===== src/hw/rtl/pctb_pkg.sv =====
// ----------------------------------------------------------------------------
// pctb_pkg
// Shared operation codes and sequencer states for the periodic timer bank.
// ----------------------------------------------------------------------------
package pctb_pkg;

  localparam int unsigned OP_W     = 3;
  localparam int unsigned SLOT_W   = 3;
  localparam int unsigned TIME_W   = 32;
  localparam int unsigned FIRED_W  = 5;

  typedef enum logic [OP_W-1:0] {
    OP_TICK       = 3'd0,
    OP_REGISTER   = 3'd1,
    OP_UNREGISTER = 3'd2,
    OP_START      = 3'd3,
    OP_STOP       = 3'd4,
    OP_STATUS     = 3'd5
  } op_t;

  typedef enum logic [1:0] {
    ST_IDLE,
    ST_EXEC,
    ST_WALK
  } state_t;

endpackage


===== src/hw/rtl/pctb_alu.sv =====
// ----------------------------------------------------------------------------
// pctb_alu
// Shared time unit: one 32-bit modulo adder and one unsigned less-or-equal
// compare, reused for every slot visit and for start.
// ----------------------------------------------------------------------------
module pctb_alu
  import pctb_pkg::*;
(
  input  logic [TIME_W-1:0] add_a,
  input  logic [TIME_W-1:0] add_b,
  input  logic [TIME_W-1:0] cmp_a,
  input  logic [TIME_W-1:0] cmp_b,
  output logic [TIME_W-1:0] sum,
  output logic              le
);

  // wraps modulo 2^32
  assign sum = add_a + add_b;
  assign le  = (cmp_a <= cmp_b);

endmodule


===== src/hw/rtl/periodic_callback_timer_bank_unit.sv =====
// Tick: one slot visited per cycle through the single shared adder and
// comparator; the strobe is registered from the last slot visit.
// Other operations: the strobe is registered from the execute state; no new item is taken while busy.
// busy is high while a slot walk or an operation executes; results cannot be stalled.
// Synchronous active-low reset clears all slot flags; period reads zero until registered.
// ----------------------------------------------------------------------------
// periodic_callback_timer_bank_unit
// Bank of SLOTS periodic timers with register/unregister/start/stop/status commands and
// a tick that walks the slots and reports those that fired.
// ----------------------------------------------------------------------------
module periodic_callback_timer_bank_unit
  import pctb_pkg::*;
#(
  parameter int unsigned SLOTS = 5
) (
  input  logic               clk,
  input  logic               rst_n,
  input  logic               start,
  output logic               busy,
  input  logic [OP_W-1:0]    in_operation,
  input  logic [SLOT_W-1:0]  in_slot,
  input  logic [TIME_W-1:0]  in_interval,
  input  logic [TIME_W-1:0]  in_now_ms,
  output logic               out_valid,
  output logic [FIRED_W-1:0] out_fired_mask,
  output logic               out_running,
  output logic               out_bad_slot
);

  localparam int unsigned IDX_W = (SLOTS > 1) ? $clog2(SLOTS) : 1;
  localparam int unsigned EXT_W = (IDX_W > SLOT_W) ? IDX_W : SLOT_W;

  state_t state_r, state_nxt;

  logic [OP_W-1:0]    op_r;
  logic [SLOT_W-1:0]  slot_r;
  logic [TIME_W-1:0]  interval_r;
  logic [TIME_W-1:0]  now_r;
  logic [IDX_W-1:0]   idx_r, idx_nxt;
  logic [FIRED_W-1:0] mask_r, mask_nxt;

  logic [SLOTS-1:0]   armed_r;
  logic [SLOTS-1:0]   running_r;
  logic [SLOTS-1:0]   pvalid_r;
  logic [TIME_W-1:0]  period_mem [SLOTS];
  logic [TIME_W-1:0]  due_mem    [SLOTS];

  logic               out_valid_r, out_valid_nxt;
  logic [FIRED_W-1:0] out_fired_mask_r, out_fired_mask_nxt;
  logic               out_running_r, out_running_nxt;
  logic               out_bad_slot_r, out_bad_slot_nxt;

  logic               accept;
  logic [EXT_W-1:0]   slot_ext;
  logic [IDX_W-1:0]   slot_idx;
  logic               slot_ok;
  logic               slot_op;
  logic [IDX_W-1:0]   addr;
  logic [TIME_W-1:0]  per_rd;
  logic [TIME_W-1:0]  due_rd;
  logic [TIME_W-1:0]  add_a;
  logic [TIME_W-1:0]  sum;
  logic               le;
  logic               fire;
  logic               last_slot;
  logic [FIRED_W-1:0] fire_bit;

  assign accept   = start && !busy;
  assign busy     = (state_r != ST_IDLE);

  assign slot_ext = EXT_W'(slot_r);
  assign slot_idx = slot_ext[IDX_W-1:0];
  assign slot_ok  = (32'(slot_r) < SLOTS);
  assign slot_op  = (op_r == OP_REGISTER) || (op_r == OP_UNREGISTER) ||
                    (op_r == OP_START) || (op_r == OP_STOP) || (op_r == OP_STATUS);

  assign addr      = (state_r == ST_WALK) ? idx_r : slot_idx;
  assign per_rd    = pvalid_r[addr] ? period_mem[addr] : '0;
  assign due_rd    = due_mem[addr];
  assign add_a     = (state_r == ST_WALK) ? due_rd : now_r;
  assign last_slot = (32'(idx_r) == SLOTS - 1);

  pctb_alu u_alu (
    .add_a (add_a),
    .add_b (per_rd),
    .cmp_a (due_rd),
    .cmp_b (now_r),
    .sum   (sum),
    .le    (le)
  );

  assign fire     = (state_r == ST_WALK) && armed_r[addr] && running_r[addr] && le;
  // slots beyond the mask width fire but are not reported
  assign fire_bit = fire ? (FIRED_W'(1) << idx_r) : '0;

  // next state
  always_comb begin
    state_nxt = state_r;
    unique case (state_r)
      ST_IDLE: begin
        if (accept) begin
          state_nxt = (in_operation == OP_TICK) ? ST_WALK : ST_EXEC;
        end
      end
      ST_EXEC: begin
        state_nxt = ST_IDLE;
      end
      ST_WALK: begin
        if (last_slot) begin
          state_nxt = ST_IDLE;
        end
      end
      default: begin
        state_nxt = ST_IDLE;
      end
    endcase
  end

  // sequencer outputs
  always_comb begin
    idx_nxt            = idx_r;
    mask_nxt           = mask_r;
    out_valid_nxt      = 1'b0;
    out_fired_mask_nxt = out_fired_mask_r;
    out_running_nxt    = out_running_r;
    out_bad_slot_nxt   = out_bad_slot_r;
    unique case (state_r)
      ST_IDLE: begin
        idx_nxt  = '0;
        mask_nxt = '0;
      end
      ST_EXEC: begin
        out_valid_nxt      = 1'b1;
        out_fired_mask_nxt = '0;
        out_running_nxt    = (op_r == OP_STATUS) && slot_ok && running_r[addr];
        out_bad_slot_nxt   = slot_op && !slot_ok;
      end
      ST_WALK: begin
        mask_nxt = mask_r | fire_bit;
        idx_nxt  = idx_r + IDX_W'(1);
        if (last_slot) begin
          out_valid_nxt      = 1'b1;
          out_fired_mask_nxt = mask_r | fire_bit;
          out_running_nxt    = 1'b0;
          out_bad_slot_nxt   = 1'b0;
        end
      end
      default: begin
        idx_nxt = '0;
      end
    endcase
  end

  always_ff @(posedge clk) begin
    if (!rst_n) begin
      state_r     <= ST_IDLE;
      out_valid_r <= 1'b0;
      idx_r       <= '0;
      mask_r      <= '0;
    end else begin
      state_r     <= state_nxt;
      out_valid_r <= out_valid_nxt;
      idx_r       <= idx_nxt;
      mask_r      <= mask_nxt;
    end
  end

  always_ff @(posedge clk) begin
    if (accept) begin
      op_r       <= in_operation;
      slot_r     <= in_slot;
      interval_r <= in_interval;
      now_r      <= in_now_ms;
    end
    out_fired_mask_r <= out_fired_mask_nxt;
    out_running_r    <= out_running_nxt;
    out_bad_slot_r   <= out_bad_slot_nxt;
  end

  // slot flags
  always_ff @(posedge clk) begin
    if (!rst_n) begin
      armed_r   <= '0;
      running_r <= '0;
      pvalid_r  <= '0;
    end else if (state_r == ST_EXEC && slot_ok) begin
      case (op_r)
        OP_REGISTER: begin
          armed_r[addr]   <= 1'b1;
          running_r[addr] <= 1'b0;
          pvalid_r[addr]  <= 1'b1;
        end
        OP_UNREGISTER: begin
          armed_r[addr] <= 1'b0;
        end
        OP_START: begin
          running_r[addr] <= 1'b1;
        end
        OP_STOP: begin
          running_r[addr] <= 1'b0;
        end
        default: begin
        end
      endcase
    end
  end

  // period and due time storage
  always_ff @(posedge clk) begin
    if (fire) begin
      due_mem[addr] <= sum;
    end else if (state_r == ST_EXEC && slot_ok) begin
      case (op_r)
        OP_REGISTER: begin
          period_mem[addr] <= interval_r;
          due_mem[addr]    <= '0;
        end
        OP_START: begin
          // start while running keeps the due time
          if (!running_r[addr]) begin
            due_mem[addr] <= sum;
          end
        end
        OP_STOP: begin
          due_mem[addr] <= '0;
        end
        default: begin
        end
      endcase
    end
  end

  assign out_valid      = out_valid_r;
  assign out_fired_mask = out_fired_mask_r;
  assign out_running    = out_running_r;
  assign out_bad_slot   = out_bad_slot_r;

endmodule

===== config.mk =====
export PLATFORM = sky130hd
export DESIGN_NAME = periodic_callback_timer_bank_unit
export DESIGN_NICKNAME = d
export VERILOG_FILES = /design/src/hw/rtl/pctb_pkg.sv /design/src/hw/rtl/pctb_alu.sv /design/src/hw/rtl/periodic_callback_timer_bank_unit.sv
export SDC_FILE = /design/constraint.sdc
export NUM_CORES = 1
export LEC_CHECK = 0
export BUFFER_PORTS_ARGS = -buffer_cell sky130_fd_sc_hd__buf_2
export CORE_AREA = 5 5 199 201
export CTS_BUF_LIST = sky130_fd_sc_hd__clkbuf_2 sky130_fd_sc_hd__clkbuf_4 sky130_fd_sc_hd__clkbuf_8
export DETAILED_ROUTE_END_ITERATION = 16
export DIE_AREA = 0 0 204 206
export PLACE_DENSITY = 0.81
export SYNTH_ARGS = -nofsm -noshare
export SYNTH_HDL_FRONTEND = slang
export SYNTH_SLANG_ARGS = --single-unit

===== constraint.sdc =====
create_clock -name clk -period 5.5 [get_ports clk]
set_clock_uncertainty 0.2 [all_clocks]
set_input_delay 0.275 -clock clk [delete_from_list [all_inputs] [get_ports clk]]
set_output_delay 0.275 -clock clk [all_outputs]
set_load 0.01 [all_outputs]

======== Word level (Yosys, flattened, before mapping) ========
Memory sizes are Yosys's and may differ from the RTL's.
Cells that the tools add are included.
word-level totals
  input port bits ......................... 73
  register bits ........................... 103
  memory bits (writable) .................. 320
  output and inout bits ................... 9
  memories kept ........................... 2
  word-level logic and storage cells ...... 116
memory list
  memory      words  width  read ports  clocked after memory_dff  wr ports  RTL line                                 text
  due_mem     5      32     1           0                         1         periodic_callback_timer_bank_unit.sv:46  logic [TIME_W-1:0] due_mem [SLOTS];
  period_mem  5      32     1           0                         1         periodic_callback_timer_bank_unit.sv:45  logic [TIME_W-1:0] period_mem [SLOTS];
cells by class
  equal/unequal tests ..................... 10
  bitwise gates (word level) .............. 10
  multiplexer cells ....................... 45
  reduce and logical (&&, ||, !) cells .... 28
  $lt $le $gt $ge ......................... 4
  shift-type cells ........................ 1
  $add $sub $neg .......................... 2
operator list
  cell                                                                          number
  32-bit two-way mux                                                            5
  5-bit case mux with 2 select lines                                            4
  32-bit adder                                                                  1
  32-bit less-or-equal comparator                                               1
  1-bit two-way mux                                                             21
  5-bit bitwise OR                                                              4
  5-bit bitwise AND                                                             2
  5-bit two-way mux                                                             2
  2-bit AND reduction                                                           5
  2-bit nonzero test                                                            5
  1-bit binary-select mux with 3-bit select                                     3
  3-bit equality test, second input constant                                    3
  1-bit logical AND                                                             9
  3-bit by 2-bit equality test with 1-bit output, second input constant         2
  2-bit two-way mux                                                             3
  1-bit case mux with 2 select lines                                            3
  3-bit case mux with 2 select lines                                            1
  5-bit NOT                                                                     1
  1-bit by 3-bit << shifter with 5-bit output, first input constant             1
  1-bit logical OR                                                              4
  3-bit by 4-bit less-than comparator with 1-bit output, second input constant  1
  2-bit inequality test, second input constant                                  2
  2-bit case mux with 2 select lines                                            1
  3-bit by 1-bit adder with 3-bit output, second input constant                 1
  other kinds (12)                                                              15

======== Logic depth before layout (Yosys ltp) ========
  depth after elaboration ................. 12
  gate-level depth with buffers ........... 22
  gate-level depth less buffers ........... 19

======== Modules after synthesis ========
A second synthesis with hierarchy kept.
second synthesis, totals
  cell total of the unflattened synthesis .. 1400
  area total of the unflattened synthesis .. 19165.9 um^2
modules (own cells, without submodules)
  module                             times used  cells an instance  sequential area each (um^2)  area an instance (um^2)
  periodic_callback_timer_bank_unit  1           1053               12441.9                      16702.3
  pctb_alu                           1           347                0.0                          2463.6

======== Least setup slack after synthesis ========
OpenSTA, ideal clock, no wires.
  path kind ............................... register -> register
  from .................................... reg state_r[0]
  to ...................................... mem due_mem[0][0] (enable)
  library setup time ...................... 421 ps
  required time ........................... 4879 ps
  buffers on the path ..................... 5
  period minus slack after synthesis ...... 5732 ps
  slack ................................... -232 ps
  cell stages (with the launch flop) ...... 19
  arrival time ............................ 5111 ps
  cell sequence ........................... dfxtp_1 inv_1 ha_1 buf_4 mux2i_1 clkbuf_1 clkbuf_1 buf_1 a21oi_1 ha_1 a21o_1 a21o_1 a221oi_1 o21ai_0 a21oi_1 o21a_1 buf_2 a31oi_1 nor2_1
between the ends
  longest elaborated chain between the ends .. 12
  elaborated cells between the ends (all ways) .. 29
  those cells by class .................... order compare: 1; eq/ne: 2; mux: 18; bitwise: 3; reduce/logical: 4; memory: 1
RTL lines
  what                                                                             RTL line                                  text
  start, declared                                                                  periodic_callback_timer_bank_unit.sv:33   state_t state_r, state_nxt;
  start signal, assigned                                                           periodic_callback_timer_bank_unit.sv:161  state_r <= state_nxt;
  parallel branches: the longest is 12 deep, another holds memory read 5 x 32 bit  n/a
  end, declared                                                                    periodic_callback_timer_bank_unit.sv:46
Parallel ways; which one is timed is not known. The select of a mux whose other input is x is not followed.

======== Worst setup path after layout ========
  from .................................... reg state_r[0]
  to ...................................... mem due_mem[3][31], data pin
between the ends
  longest elaborated chain between the ends .. 12
  elaborated cells between the ends (all ways) .. 33
  those cells by class .................... add/sub: 1; order compare: 1; eq/ne: 2; mux: 23; reduce/logical: 4; memory: 2
RTL lines
  what
  parallel branches: the longest is 11 deep, another holds memory read 5 x 32 bit
  32-bit two-way mux (no line) (*)
Mark *: on every way between the ends. The select of a mux whose other input is x is not followed.

==> results.toml <==
[run]
maxCapViolations = 0

[clock_network]
clk_latency_ps = 620
cts_root_buf = "clkbuf_8"
cts_buffers = 69
cts_max_level = 3
path_clk_slew_ps = 60
clock-sinks = 423
cts_tree = "built"
clockBufferDepth = 3

[finish]
area_growth_pct = 19.3
drive_above_1_share = 0.163
final_area_sq_um = 22200
final_common_cell = "edfxtp_1"
utilization = 0.592
layout_common_cells = "397 x edfxtp_1, 203 x nand2_1, 135 x o21ai_0, 85 x a21oi_1, 81 x buf_2"
fin_nets = 1851
n_antenna_cell = 0
finalNonFillerCells = 2263

[detailed_routing]
wl_per_cell_um = 21.4
drc = 0
routed_via_density = 5.89
first_pass_iters = 5
ant_nets = 0
wirelength_um = 48400
drtIter0Drc = 1508
routed-via-count = 13300

[floorplanning]
die_y_um = 206
dieArea_sq_um = 42000
initial_core_util = 0.496
rows = 71
coreArea_sq_um = 37400
ios = 82
dieWidth_um = 204

[timing]
slew_viol_final = 0
period_share = 0.947
slew_headroom = 0.355
fin_crit_ps = 5210
fin_setup_tns_ps = 0
rsz0062_at_grt = "false"
hold_violations = 0
worst_pin_slew_ps = 957
fmax_mhz = 192
finalSetupViolCount = 0

[setup_path]
cp_cell_sequence = "inv_1 > ha_4 > buf_4 > mux2_2 > o22ai_1 > o221ai_2 > buf_4 > a211oi_1 > ha_1 > a2111oi_0 > o21ai_1 > and2_1 > a22oi_1 > o21ai_0 > o211a_1 > or3_1 > a21oi_1"
cpMostUsedCell = "buf_4"
cpPeakStageDelay_ps = 500
endpoint = "due_mem[3][31]"
cp-end-kind = "flop"
r2r-end = "due_mem[3][31]"
crit_arrival_ps = 5390
r2r_start = "state_r[0]"
crit_required_ps = 5680
crit_type = "flop to flop"
cp_slowest_cell = "a2111oi_0"
startpoint = "state_r[0]"
ff2ff_setup_slack_ps = 290
cp_max_fo = 17
worst_setup_path_start_kind = "flop"
r2r_cells = 17

[global_routing]
track_usage = 0.227
grt_pass1_vias = 13400
grt_pass1_wl_um = 74300
antenna_found_initial = 0
overflow = 0
grt_max_degree = 62

[synth]
synth_edf_count = 397
yosysUniqueCellTypes = 67
synth_top_flop_cell = "edfxtp_1"
ys_warn_count = 0
synth_cells = 1492
syn-num-nets = 1637
syn_avg_cell_area_sq_um = 12.4
syn_area_sq_um = 18600
synthArstFlopShare = 0
ys_seq_area_frac = 0.670
synth_seq_cells = 423

[placement]
dp.cells = 2070
placement.io_buffers = 81
placed_area_sq_um = 20000
gp_congestion = 0.936
dp_hpwl_um = 31400

[pwr]
p_per_area_nw_per_um2 = 329
peakVddDrop_mv = 0.272
leakagePower_nw = 7.99
power.total_mw = 7.28

[hold_path]
hold_path.class = "input port to flop"
hold_depth = 2
hold_start = "in_now_ms[11]"

[outcome]
status = "complete, no violations"
==> how the worst min path moves through the flow <==
| stage | slack [ps] | endpoint |
|---|---|---|
| after global routing | 150 | now_r[11] |
| after floorplan | 170 | interval_r[0] |
| after detailed placement | 250 | interval_r[1] |
| after global placement | 250 | pvalid_r[2] |
| after CTS | 140 | now_r[11] |
| final | 170 | now_r[11] |
==> synthesized netlist by cell type (all sizes together) (13+ instances only) <==
master	count	share of area
edfxtp	397	0.64
nand2	205	0.042
o21ai	136	0.037
a21oi	86	0.023
nand3	80	0.022
ha	71	0.048
nor2	67	0.014
o22ai	63	0.021
inv	52	0.011
clkbuf	46	0.0093
a211oi	36	0.015
buf	27	0.0059
dfxtp	26	0.028
a21o	16	0.0065
nor3	16	0.0043
xnor2	15	0.0071
a21boi	13	0.0053
nor2b	13	0.0044
xor2	13	0.0061
==> sequential cells by signal (all words and copies together), names as in the netlist, 5 cells and up, named ones only <==
name / count
due_mem: 160
interval_r: 32
mask_r: 5
now_r: 32
out_fired_mask: 5
period_mem: 160
pvalid_r: 5
==> kinds of logic (layout without fill, tap and decap cells) <==
family | Yosys count | count (layout) | synth area share
xor gates and xnor gates | 28 | 28 | 0.0132
DFF | 423 | 423 | 0.670
muxes | 9 | 9 | 0.00546
and+or+nand+nor | 432 | 432 | 0.104
AOI/OAI and AO/OA | 403 | 403 | 0.133
buffers and inverters | 125 | 385 | 0.0258
adders and majority gates | 72 | 72 | 0.0489
==> power by group <==
part	total [mW]	switching [mW]	internal (mW)	leakage (nW)
clock	2.70	1.24	1.46	0.712
sequential	3.70	0.0377	3.66	3.83
combinational	0.883	0.573	0.310	3.45
==> metrics by stage <==
step,worst slack [ps],hold slack [ps]
after floorplan,-232,174
after global placement,236,250
after detailed placement,109,253
after CTS,106,144
after global routing,7.05,150
final,290,165
==> layout make-up <==
class	count	area [sq um]
Clock buffer	94	1140
Timing Repair Buffer	216	1770
Tap cell	511	639
Sequential cell	423	12400
Multi-Input combinational cell	944	5760
Inverter	52	195
Fill cell	2855	15200
Clock inverter	23	200
==> timing repair <==
item                       in CTS  in global routing
gates resized for setup         0                  8
hold endpoints to repair      105                  0
setup endpoints to repair       0                 95
hold buffers                   73                  0
buffers inserted                0                  3
==> worst max-delay path: cells and delay by family (launching register included) <==
| kind | cells | cell delay, ps |
|---|---|---|
| muxes | 1 | 430 |
| adders and majority gates | 2 | 580 |
| buffers and inverters | 3 | 590 |
| DFF | 1 | 320 |
| AOI/OAI and AO/OA | 9 | 2290 |
| and+or+nand+nor | 2 | 600 |
==> per-layer routing <==
metal	routed length [um]	vias to the layer above	GRT usage
met5	0	-	0
met4	1620	0	0.0859
met3	3970	136	0.0367
met2	23300	734	0.379
met1	19500	6416	0.303
li1	-	6046	-
No activity file was read; power rests on OpenSTA's default activity.
